### config.mk
export PLATFORM = sky130hd
export DESIGN_NAME = symmetric_route_cache_lru
export DESIGN_NICKNAME = d
export VERILOG_FILES = /design/src/sv/src_pkg.sv /design/src/sv/symmetric_route_cache_lru.sv /design/src/sv/src_queue.sv /design/src/sv/src_back.sv
export SDC_FILE = /design/constraint.sdc
export NUM_CORES = 2
export LEC_CHECK = 0
export BUFFER_PORTS_ARGS = -buffer_cell sky130_fd_sc_hd__buf_2
export CORE_MARGIN = 8
export CORE_UTILIZATION = 50
export DETAILED_ROUTE_END_ITERATION = 8
export GPL_TIMING_DRIVEN = 0
export PLACE_DENSITY = 0.63
export SYNTH_ARGS = -nofsm -noshare
export SYNTH_HDL_FRONTEND = slang
export SYNTH_SLANG_ARGS = --single-unit
### constraint.sdc
create_clock -name clk -period 57 [get_ports clk]
set_input_delay 14.25 -clock clk [delete_from_list [all_inputs] [get_ports clk]]
set_output_delay 14.25 -clock clk [all_outputs]
set_load 0.01 [all_outputs]
### src/sv/src_pkg.sv
`default_nettype none
// ----------------------------------------------------------------------------
// src_pkg
// Types shared by the route cache top level and scan engine.
// ----------------------------------------------------------------------------
package src_pkg;

	typedef enum logic {
		OP_LOOKUP = 1'b0,
		OP_INSERT = 1'b1
	} op_t;

	typedef struct packed {
		logic        req_type;
		logic [31:0] current_frame;
		logic [15:0] start_x;
		logic [15:0] start_y;
		logic [15:0] dest_x;
		logic [15:0] dest_y;
		logic [15:0] route_tag;
	} req_t;

	typedef struct packed {
		logic        hit;
		logic        reversed;
		logic [15:0] found_tag;
	} rsp_t;

	typedef struct packed {
		op_t         op;
		logic [31:0] frame;
		logic [15:0] sx;
		logic [15:0] sy;
		logic [15:0] dx;
		logic [15:0] dy;
		logic [15:0] tag;
	} cmd_t;

	typedef struct packed {
		logic [15:0] sx;
		logic [15:0] sy;
		logic [15:0] dx;
		logic [15:0] dy;
		logic [31:0] last_use;
		logic [15:0] tag;
	} entry_t;

endpackage
`default_nettype wire

### src/sv/symmetric_route_cache_lru.sv
`default_nettype none
// An insert with room, or a lookup on an empty cache, is answered as the engine pops it from the queue.
// Any other lookup scans the entries until a match or the last valid one; a full insert scans every slot.
// The engine takes a new command only once it has queued the result of the last one, and it holds
// while the result queue is full; the scan reads the entry memory one entry per cycle.
// Reset clears the queues, the engine state and the entry count; entry storage is not cleared.
// ----------------------------------------------------------------------------
// symmetric_route_cache_lru
// Fully associative route cache keyed by a start and destination point pair,
// matched in either direction, with least-recently-used replacement.
// ----------------------------------------------------------------------------
module symmetric_route_cache_lru #(
	parameter int CAPACITY = 16
) (
	input  wire logic          clk,
	input  wire logic          arst_n,
	input  wire logic          push,
	input  wire src_pkg::req_t req,
	output logic               full,
	output logic               empty,
	input  wire logic          pop,
	output src_pkg::rsp_t      rsp
);

	import src_pkg::*;

	cmd_t in_cmd;
	cmd_t q_cmd;
	logic q_empty;
	logic q_pop;

	always_comb begin
		in_cmd.op    = op_t'(req.req_type);
		in_cmd.frame = req.current_frame;
		in_cmd.sx    = req.start_x;
		in_cmd.sy    = req.start_y;
		in_cmd.dx    = req.dest_x;
		in_cmd.dy    = req.dest_y;
		in_cmd.tag   = req.route_tag;
	end

	src_queue #(
		.WIDTH($bits(cmd_t))
	) u_cmd_queue (
		.clk    (clk),
		.arst_n (arst_n),
		.push   (push),
		.wdata  (in_cmd),
		.full   (full),
		.pop    (q_pop),
		.rdata  (q_cmd),
		.empty  (q_empty)
	);

	src_back #(
		.CAPACITY(CAPACITY)
	) u_back (
		.clk       (clk),
		.arst_n    (arst_n),
		.cmd_empty (q_empty),
		.cmd       (q_cmd),
		.cmd_pop   (q_pop),
		.empty     (empty),
		.pop       (pop),
		.rsp       (rsp)
	);

endmodule
`default_nettype wire

### src/sv/src_queue.sv
`default_nettype none
// ----------------------------------------------------------------------------
// src_queue
// Two-entry first-in first-out queue that decouples producer and consumer.
// ----------------------------------------------------------------------------
module src_queue #(
	parameter int WIDTH = 8
) (
	input  wire logic             clk,
	input  wire logic             arst_n,
	input  wire logic             push,
	input  wire logic [WIDTH-1:0] wdata,
	output logic                  full,
	input  wire logic             pop,
	output logic [WIDTH-1:0]      rdata,
	output logic                  empty
);

	logic [WIDTH-1:0] mem_q [2];
	logic             wr_ptr_q;
	logic             rd_ptr_q;
	logic [1:0]       cnt_q;
	logic             do_push;
	logic             do_pop;

	assign full    = (cnt_q == 2'd2);
	assign empty   = (cnt_q == 2'd0);
	assign rdata   = mem_q[rd_ptr_q];
	assign do_push = push && !full;
	assign do_pop  = pop && !empty;

	always_ff @(posedge clk) begin
		if (do_push) begin
			mem_q[wr_ptr_q] <= wdata;
		end
	end

	always_ff @(posedge clk or negedge arst_n) begin
		if (!arst_n) begin
			wr_ptr_q <= 1'b0;
			rd_ptr_q <= 1'b0;
			cnt_q    <= 2'd0;
		end else begin
			if (do_push) begin
				wr_ptr_q <= ~wr_ptr_q;
			end
			if (do_pop) begin
				rd_ptr_q <= ~rd_ptr_q;
			end
			if (do_push && !do_pop) begin
				cnt_q <= cnt_q + 2'd1;
			end else if (do_pop && !do_push) begin
				cnt_q <= cnt_q - 2'd1;
			end
		end
	end

endmodule
`default_nettype wire

### src/sv/src_back.sv
`default_nettype none
// ----------------------------------------------------------------------------
// src_back
// Scan engine: holds the entry memory, scans it one entry per cycle for
// lookups and for the oldest entry on a full insert, and queues results.
// ----------------------------------------------------------------------------
module src_back #(
	parameter int CAPACITY = 16
) (
	input  wire logic          clk,
	input  wire logic          arst_n,
	input  wire logic          cmd_empty,
	input  wire src_pkg::cmd_t cmd,
	output logic               cmd_pop,
	output logic               empty,
	input  wire logic          pop,
	output src_pkg::rsp_t      rsp
);

	import src_pkg::*;

	localparam int IDX_W = (CAPACITY > 1) ? $clog2(CAPACITY) : 1;
	localparam int CNT_W = $clog2(CAPACITY + 1);

	typedef enum logic {
		ST_IDLE,
		ST_SCAN
	} state_t;

	state_t             state_q;
	cmd_t               cmd_q;
	logic [CNT_W-1:0]   count_q;
	logic [IDX_W-1:0]   idx_q;
	logic [IDX_W-1:0]   min_idx_q;
	logic [31:0]        min_use_q;
	entry_t             mem [CAPACITY];
	entry_t             rd_data_q;
	logic [IDX_W-1:0]   rd_addr;
	logic               we;
	logic [IDX_W-1:0]   wa;
	entry_t             wd;
	logic               res_push;
	rsp_t               res;
	logic               res_full;
	logic               is_full;
	logic               fwd_match;
	logic               rev_match;
	logic               last_valid;
	logic               last_slot;
	logic               better;
	logic [IDX_W-1:0]   victim;
	entry_t             new_entry;

	assign is_full    = (count_q == CNT_W'(CAPACITY));
	assign fwd_match  = (rd_data_q.sx == cmd_q.sx) && (rd_data_q.sy == cmd_q.sy) &&
	                    (rd_data_q.dx == cmd_q.dx) && (rd_data_q.dy == cmd_q.dy);
	assign rev_match  = (rd_data_q.sx == cmd_q.dx) && (rd_data_q.sy == cmd_q.dy) &&
	                    (rd_data_q.dx == cmd_q.sx) && (rd_data_q.dy == cmd_q.sy);
	assign last_valid = ((CNT_W'(idx_q) + CNT_W'(1)) == count_q);
	assign last_slot  = (idx_q == IDX_W'(CAPACITY - 1));
	assign better     = (idx_q == '0) || (rd_data_q.last_use < min_use_q);
	assign victim     = better ? idx_q : min_idx_q;

	always_comb begin
		new_entry.sx       = cmd.sx;
		new_entry.sy       = cmd.sy;
		new_entry.dx       = cmd.dx;
		new_entry.dy       = cmd.dy;
		new_entry.last_use = cmd.frame;
		new_entry.tag      = cmd.tag;
		cmd_pop  = 1'b0;
		we       = 1'b0;
		wa       = '0;
		wd       = new_entry;
		res_push = 1'b0;
		res      = '0;
		rd_addr  = '0;
		unique case (state_q)
			ST_IDLE: begin
				if (!cmd_empty && !res_full) begin
					cmd_pop = 1'b1;
					if (cmd.op == OP_INSERT && !is_full) begin
						we       = 1'b1;
						wa       = count_q[IDX_W-1:0];
						res_push = 1'b1;
					end else if (cmd.op == OP_LOOKUP && count_q == '0) begin
						res_push = 1'b1;
					end
				end
			end
			ST_SCAN: begin
				rd_addr = last_slot ? '0 : idx_q + IDX_W'(1);
				wd.sx       = cmd_q.sx;
				wd.sy       = cmd_q.sy;
				wd.dx       = cmd_q.dx;
				wd.dy       = cmd_q.dy;
				wd.last_use = cmd_q.frame;
				wd.tag      = cmd_q.tag;
				if (cmd_q.op == OP_LOOKUP) begin
					if (fwd_match || rev_match) begin
						we            = 1'b1;
						wa            = idx_q;
						wd            = rd_data_q;
						wd.last_use   = cmd_q.frame;
						res_push      = 1'b1;
						res.hit       = 1'b1;
						res.reversed  = !fwd_match;
						res.found_tag = rd_data_q.tag;
					end else if (last_valid) begin
						res_push = 1'b1;
					end
				end else if (last_slot) begin
					we       = 1'b1;
					wa       = victim;
					res_push = 1'b1;
				end
			end
			default: begin
			end
		endcase
	end

	always_ff @(posedge clk) begin
		if (we) begin
			mem[wa] <= wd;
		end
		rd_data_q <= mem[rd_addr];
	end

	always_ff @(posedge clk) begin
		if (cmd_pop) begin
			cmd_q <= cmd;
		end
		if (state_q == ST_SCAN && cmd_q.op == OP_INSERT && better) begin
			min_use_q <= rd_data_q.last_use;
			min_idx_q <= idx_q;
		end
	end

	always_ff @(posedge clk or negedge arst_n) begin
		if (!arst_n) begin
			state_q <= ST_IDLE;
			count_q <= '0;
			idx_q   <= '0;
		end else begin
			unique case (state_q)
				ST_IDLE: begin
					idx_q <= '0;
					if (cmd_pop) begin
						if (cmd.op == OP_INSERT && !is_full) begin
							count_q <= count_q + CNT_W'(1);
						end else if (!res_push) begin
							state_q <= ST_SCAN;
						end
					end
				end
				ST_SCAN: begin
					if (res_push) begin
						state_q <= ST_IDLE;
					end else begin
						idx_q <= idx_q + IDX_W'(1);
					end
				end
				default: begin
					state_q <= ST_IDLE;
				end
			endcase
		end
	end

	src_queue #(
		.WIDTH($bits(rsp_t))
	) u_rsp_queue (
		.clk    (clk),
		.arst_n (arst_n),
		.push   (res_push),
		.wdata  (res),
		.full   (res_full),
		.pop    (pop),
		.rdata  (rsp),
		.empty  (empty)
	);

endmodule
`default_nettype wire
Yosys cells after proc, flatten, opt, wreduce, memory -nomap -nowiden --
Memory sizes are Yosys's and may differ from the RTL's. A register that Yosys moved wholly into a read port is not among the register bits. Index checks and enable logic that the tools add are counted.
Word-level totals: RAM bits 2054, memories kept 3, bits in registers 167, bits of input ports 117, logic and storage cells 133, output and inout port bits 20
Cells by class: bitwise operators 6, $add $sub $neg 7, reduce and logical (&&, ||, !) cells 38, magnitude comparators 1, equal/unequal tests 14, muxes and demuxes 46
Memories:
- u_back.mem | depth 16, bits a word 112, read ports 1, clocked after Yosys merged registers in 1, write ports 1, RTL line src_back.sv:36 | entry_t mem [CAPACITY];
- u_cmd_queue.mem_q | depth 2, bits a word 113, read ports 1, clocked after Yosys merged registers in 0, write ports 1, RTL line src_queue.sv:19 | logic [WIDTH-1:0] mem_q [2];
- u_back.u_rsp_queue.mem_q | depth 2, bits a word 18, read ports 1, clocked after Yosys merged registers in 0, write ports 1, RTL line src_queue.sv:19
Operator list (number):
- $mux 112 | 3
- $eq 16x16->1 | 8
- $mux 18 | 3
- $mux 4 | 9
- $lt 32x32->1 | 1
- $mux 1 | 22
- $logic_and 1x1->1 | 19
- $pmux 4 s2 | 2
- $logic_not 1->1 | 10
- $mux 2 | 4
- $not 1->1 | 6
- $pmux 1 s2 | 3
- $add 4x1->5 const B | 1
- $add 5x1->5 const B | 1
- $eq 5x5->1 | 1
- $eq 5x5->1 const B | 1
- $logic_not 5->1 | 1
- $add 2x1->2 const B | 2
- $add 4x1->4 const B | 1
- $eq 2x2->1 const B | 2
- $eq 4x4->1 const B | 1
- $logic_not 2->1 | 2
- $logic_not 4->1 | 1
- $reduce_bool 2->1 | 2
- 4 further kinds | 6

Depth between registers and ports, before layout --
word-level depth 13, mapped depth 13, depth with buffers taken out 12

By module --
A second synthesis with hierarchy kept.
Second synthesis, totals: cell total of the unflattened synthesis 5685, area, all modules 88855.2 sq um
Modules (own cells, without submodules):
- src_back | area an instance 78710.5 sq um, times used 1, seq. area each 60778.3 sq um, cells each 5239
- src_queue at u_cmd_queue | area an instance 8599.5 sq um, times used 1, seq. area each 6886.6 sq um, cells each 371
- src_queue at u_back.u_rsp_queue | area an instance 1545.2 sq um, times used 1, seq. area each 1181.1 sq um, cells each 75

Worst setup path after synthesis --
Ideal clock, no wire load.
path type input to register, start in push, end mem u_cmd_queue.mem_q[0][0] (netlist name) (enable), path slack 37.376 ns, library setup time 0.586 ns, stages 2, data required time 56.414 ns, arrival 19.038 ns, buffers on the path 0, cells stage by stage nand2_1 -> nor2_1
On the way: word-level cells in the longest chain between the ends 3
RTL lines:
- from (decl) | RTL line symmetric_route_cache_lru.sv:17 | input wire logic push,
- $logic_and 1x1->1 | RTL line src_queue.sv:29 | assign do_push = push && !full;
- $mux 1 | RTL line src_queue.sv:33 | if (do_push) begin
- $mux 1 (implied by the code) | RTL line src_queue.sv:34 | mem_q[wr_ptr_q] <= wdata;
- to (decl) | RTL line src_queue.sv:19
Every way passes these cells.

==> impl_results.md <==
* Sw Ratio at about a third
* Hold_buf cts at 0
* Post-Route Skew at 0.0437 ns
* Leading area contributor after synthesis: edfxtp_1
* Post-route cell area at approximately 100000 µm²
* Area share of the largest cell type after synthesis at 74.8%
* Core area at 176000 µm²
* Static leakage at 33.7 nW
* Distinct cells, synth at between 50 and 60
* Final total power at about 5.7 mW
* Pwr per Cell Area at ~55 nW/µm²
* Post-CTS sizing at 0
* Fraction of layout cells with a size suffix above 1 at between 10% and 20%
* Root Buffer: clkbuf_16
* List of most frequent post-synthesis cells: edfxtp_1, nand2_1, o22ai_1
* DP Cell Count at about 8.4k
* Area of the multi-input gates at 18000 µm²
* Vias/cell at a little over 6
* Worst setup margin at roughly 40 ns
* Fmax at just under 0.06 GHz
* Reg power frac at between 40% and 50%
* Post-CTS Setup Repair Bufs at 0
* Clock Power Share at a little over a quarter
* Combinational share of power at 28.6%
* WL met2 at about 120000 µm
* Clock latency on the worst-skew pair at just under 0.9 ns
* Syn Area/Cell at about 16 µm²
* Final Net Count at between 6k and 7k
* Top layer in use: met5
* Outcome: finished, final reports clean
* Non-filler cells in the finished layout at between 8k and 9k
* DR pass1 iterations at 8
* DRT iter0 DRCs at 6492
* Slew margin rel. at ~1.5%
* Sink Count at between 2k and 2.5k
* WL final at about 250000 µm
* Netlist Area Pre-Place at slightly below 90000 µm²
* Max cap viols at 0
* Die width at approximately 440 µm
* CTS Buffer Depth at 3
* Startpoint types: flip-flop
* Worst EP required at between 40 and 50 ns
* Post-synth ARST share at less than 1%
* Final min period at approximately 17 ns
* Worst Path Max Fanout at 10
* Setup TNS at 0 ns
* Post-Synthesis Cells at 5667
* Worst-Margin Slew at around 1.5 ns
* Storage element area at between 60000 and 70000 µm²
* Final GP Congestion at between 0.9 and 1
* Initial Util at 50.2%
* Worst EP arrival at 2.64 ns
* VDD IR max at around 0.037 mV
* Final Hold Slack at approximately 0.44 ns
* Area Overhead vs Synth at 16.0%
* H-tree depth at 4
* Number of fill cells at 13.5k
* Internal Pwr Total at about 3.7 mW
* Crit path kind: reg2out
* M1 wire length at 97000 µm
* Drt wl/cell at ~28 µm
* Final-report max-slew violation count at 0
* # port buffers at ~140
* Clock buffer count from CTS at about 230
* Final setup viols at 0
* Overflow after GRT at 0
* Number of synthesized flops with an enable pin at 2203
* YS warnings at 0
* GRT Total Usage at between 20% and 30%
* Die height at approximately 440 µm
* Initial antenna violation count at 24
* Die area at approximately 190000 µm²
* Antenna-violating nets left at 0
* Post-synth top flop: edfxtp_1
* Synthesized flop and latch total at between 2k and 2.5k
* Row cnt at 154
* Top cells by area, synth: edfxtp_1, nand2_1, o22ai_1, dfxtp_1, a311oi_1
* Final Hold Vio Count at 0
* Placed Area at between 90000 and 100000 µm²
* Vias post-DR at around 54k
* CTS tree: done
* Vias in the first global route at around 53k
* HPWL after detailed placement at 169000 µm
* Final Core Density at 58.3%
* Register area share after synthesis at ~78%
* # DRC at 0
* Endpoint class of the critical path: output pin
* First-pass GRT wire length at approximately 360000 µm
* Fin crit share at between 20% and 30%
* WL met3 at approximately 24000 µm
* Sw power at between 1.5 and 2 mW
* Mapped Nets at between 5k and 6k
* Pin count of the biggest net entering global routing at between 40 and 50
* I/O Pins at around 140
* Pre-CTS setup slack at 40.83 ns
* Unrepaired setup endpoints after global routing: no
* Worst-path clk slew at approximately 0.06 ns
* Hold Path Class: reg2reg
* Most frequent cell after synthesis: edfxtp_1
[cell families after synthesis]
group                      synth area share (%)
buffers and inverters                      1.94
and+or+nand+nor                            5.10
AOI/OAI and AO/OA                          10.1
muxes                                      3.03
DFF                                        77.9
adders and majority gates                 0.524
xor gates and xnor gates                   1.46
[per-layer routing]
layer / GRT usage, % / vias to the layer above
li1: - / 23500
met1: 34.0 / 27300
met2: 40.9 / 2804
met3: 5.52 / 510
met4: 10.2 / 20
met5: 0 / -
[layout make-up]
| cell class | count | area share [%] |
|---|---|---|
| tap | 2340 | 2.86 |
| clock inverter | 101 | 1.07 |
| multi-input combinational | 2924 | 17.5 |
| buffer | 370 | 1.56 |
| inverter | 40 | 0.146 |
| clock buffer | 328 | 6.09 |
| antenna | 18 | 0.0439 |
| timing repair buffer | 376 | 3.55 |
| sequential | 2333 | 67.1 |
[power by group through the flow]
stage	Combinational (mW)	Clock, mW	Sequential [mW]
after floorplan	0.886	0	2.58
after global placement	1.48	0	2.68
after detailed placement	1.59	0	2.60
after CTS	1.60	1.49	2.57
after global routing	1.72	1.56	2.59
final	1.62	1.48	2.57
[critical path, stage by stage (launching register included)]
cell and delay [ns]:
dfrtp_1 0.32, clkbuf_1 0.46, buf_1 0.48, mux2_2 0.40
buf_2 0.14
[state kept, by name, summed over array words and instances, names as in the netlist, 2 cells and up]
name                      count
u_back.cmd_q                113
u_back.count_q                5
u_back.idx_q                  4
u_back.mem                 1792
u_back.min_idx_q              4
u_back.min_use_q             32
u_back.rd_data_q            112
u_back.u_rsp_queue.cnt_q      2
u_back.u_rsp_queue.mem_q     36
u_cmd_queue.cnt_q             2
u_cmd_queue.mem_q           226
[path summary, 6_finish.rpt]
check | startpoint | depth (start not counted) | end | slack (ns)
setup reg to reg | u_back.cmd_q[67] | 14 | u_back.mem[9][72] | 51.49
setup / recovery | u_back.u_rsp_queue.rd_ptr_q | 4 | rsp[11] | 40.11
hold / removal | u_back.rd_data_q[41] | 0 | u_back.min_use_q[25] | 0.44
hold reg to reg | u_back.rd_data_q[41] | 0 | u_back.min_use_q[25] | 0.44
max in group asynchronous | arst_n | 1 | u_back.count_q[3] | 43.21
min in group asynchronous | arst_n | 1 | u_back.u_rsp_queue.cnt_q[0] | 13.40
[cell usage in the layout, fill, tap and decap left out, drive strengths merged, types with 84 or more instances in the layout]
cell,instances
a211oi,112
a21oi,325
a311oi,224
a31oi,224
buf,484
clkbuf,590
dfxtp,112
edfxtp,2203
mux2,163
mux2i,84
nand2,921
nor2,99
o22ai,449
xor2,135
No activity file was read; power rests on OpenSTA's default activity.
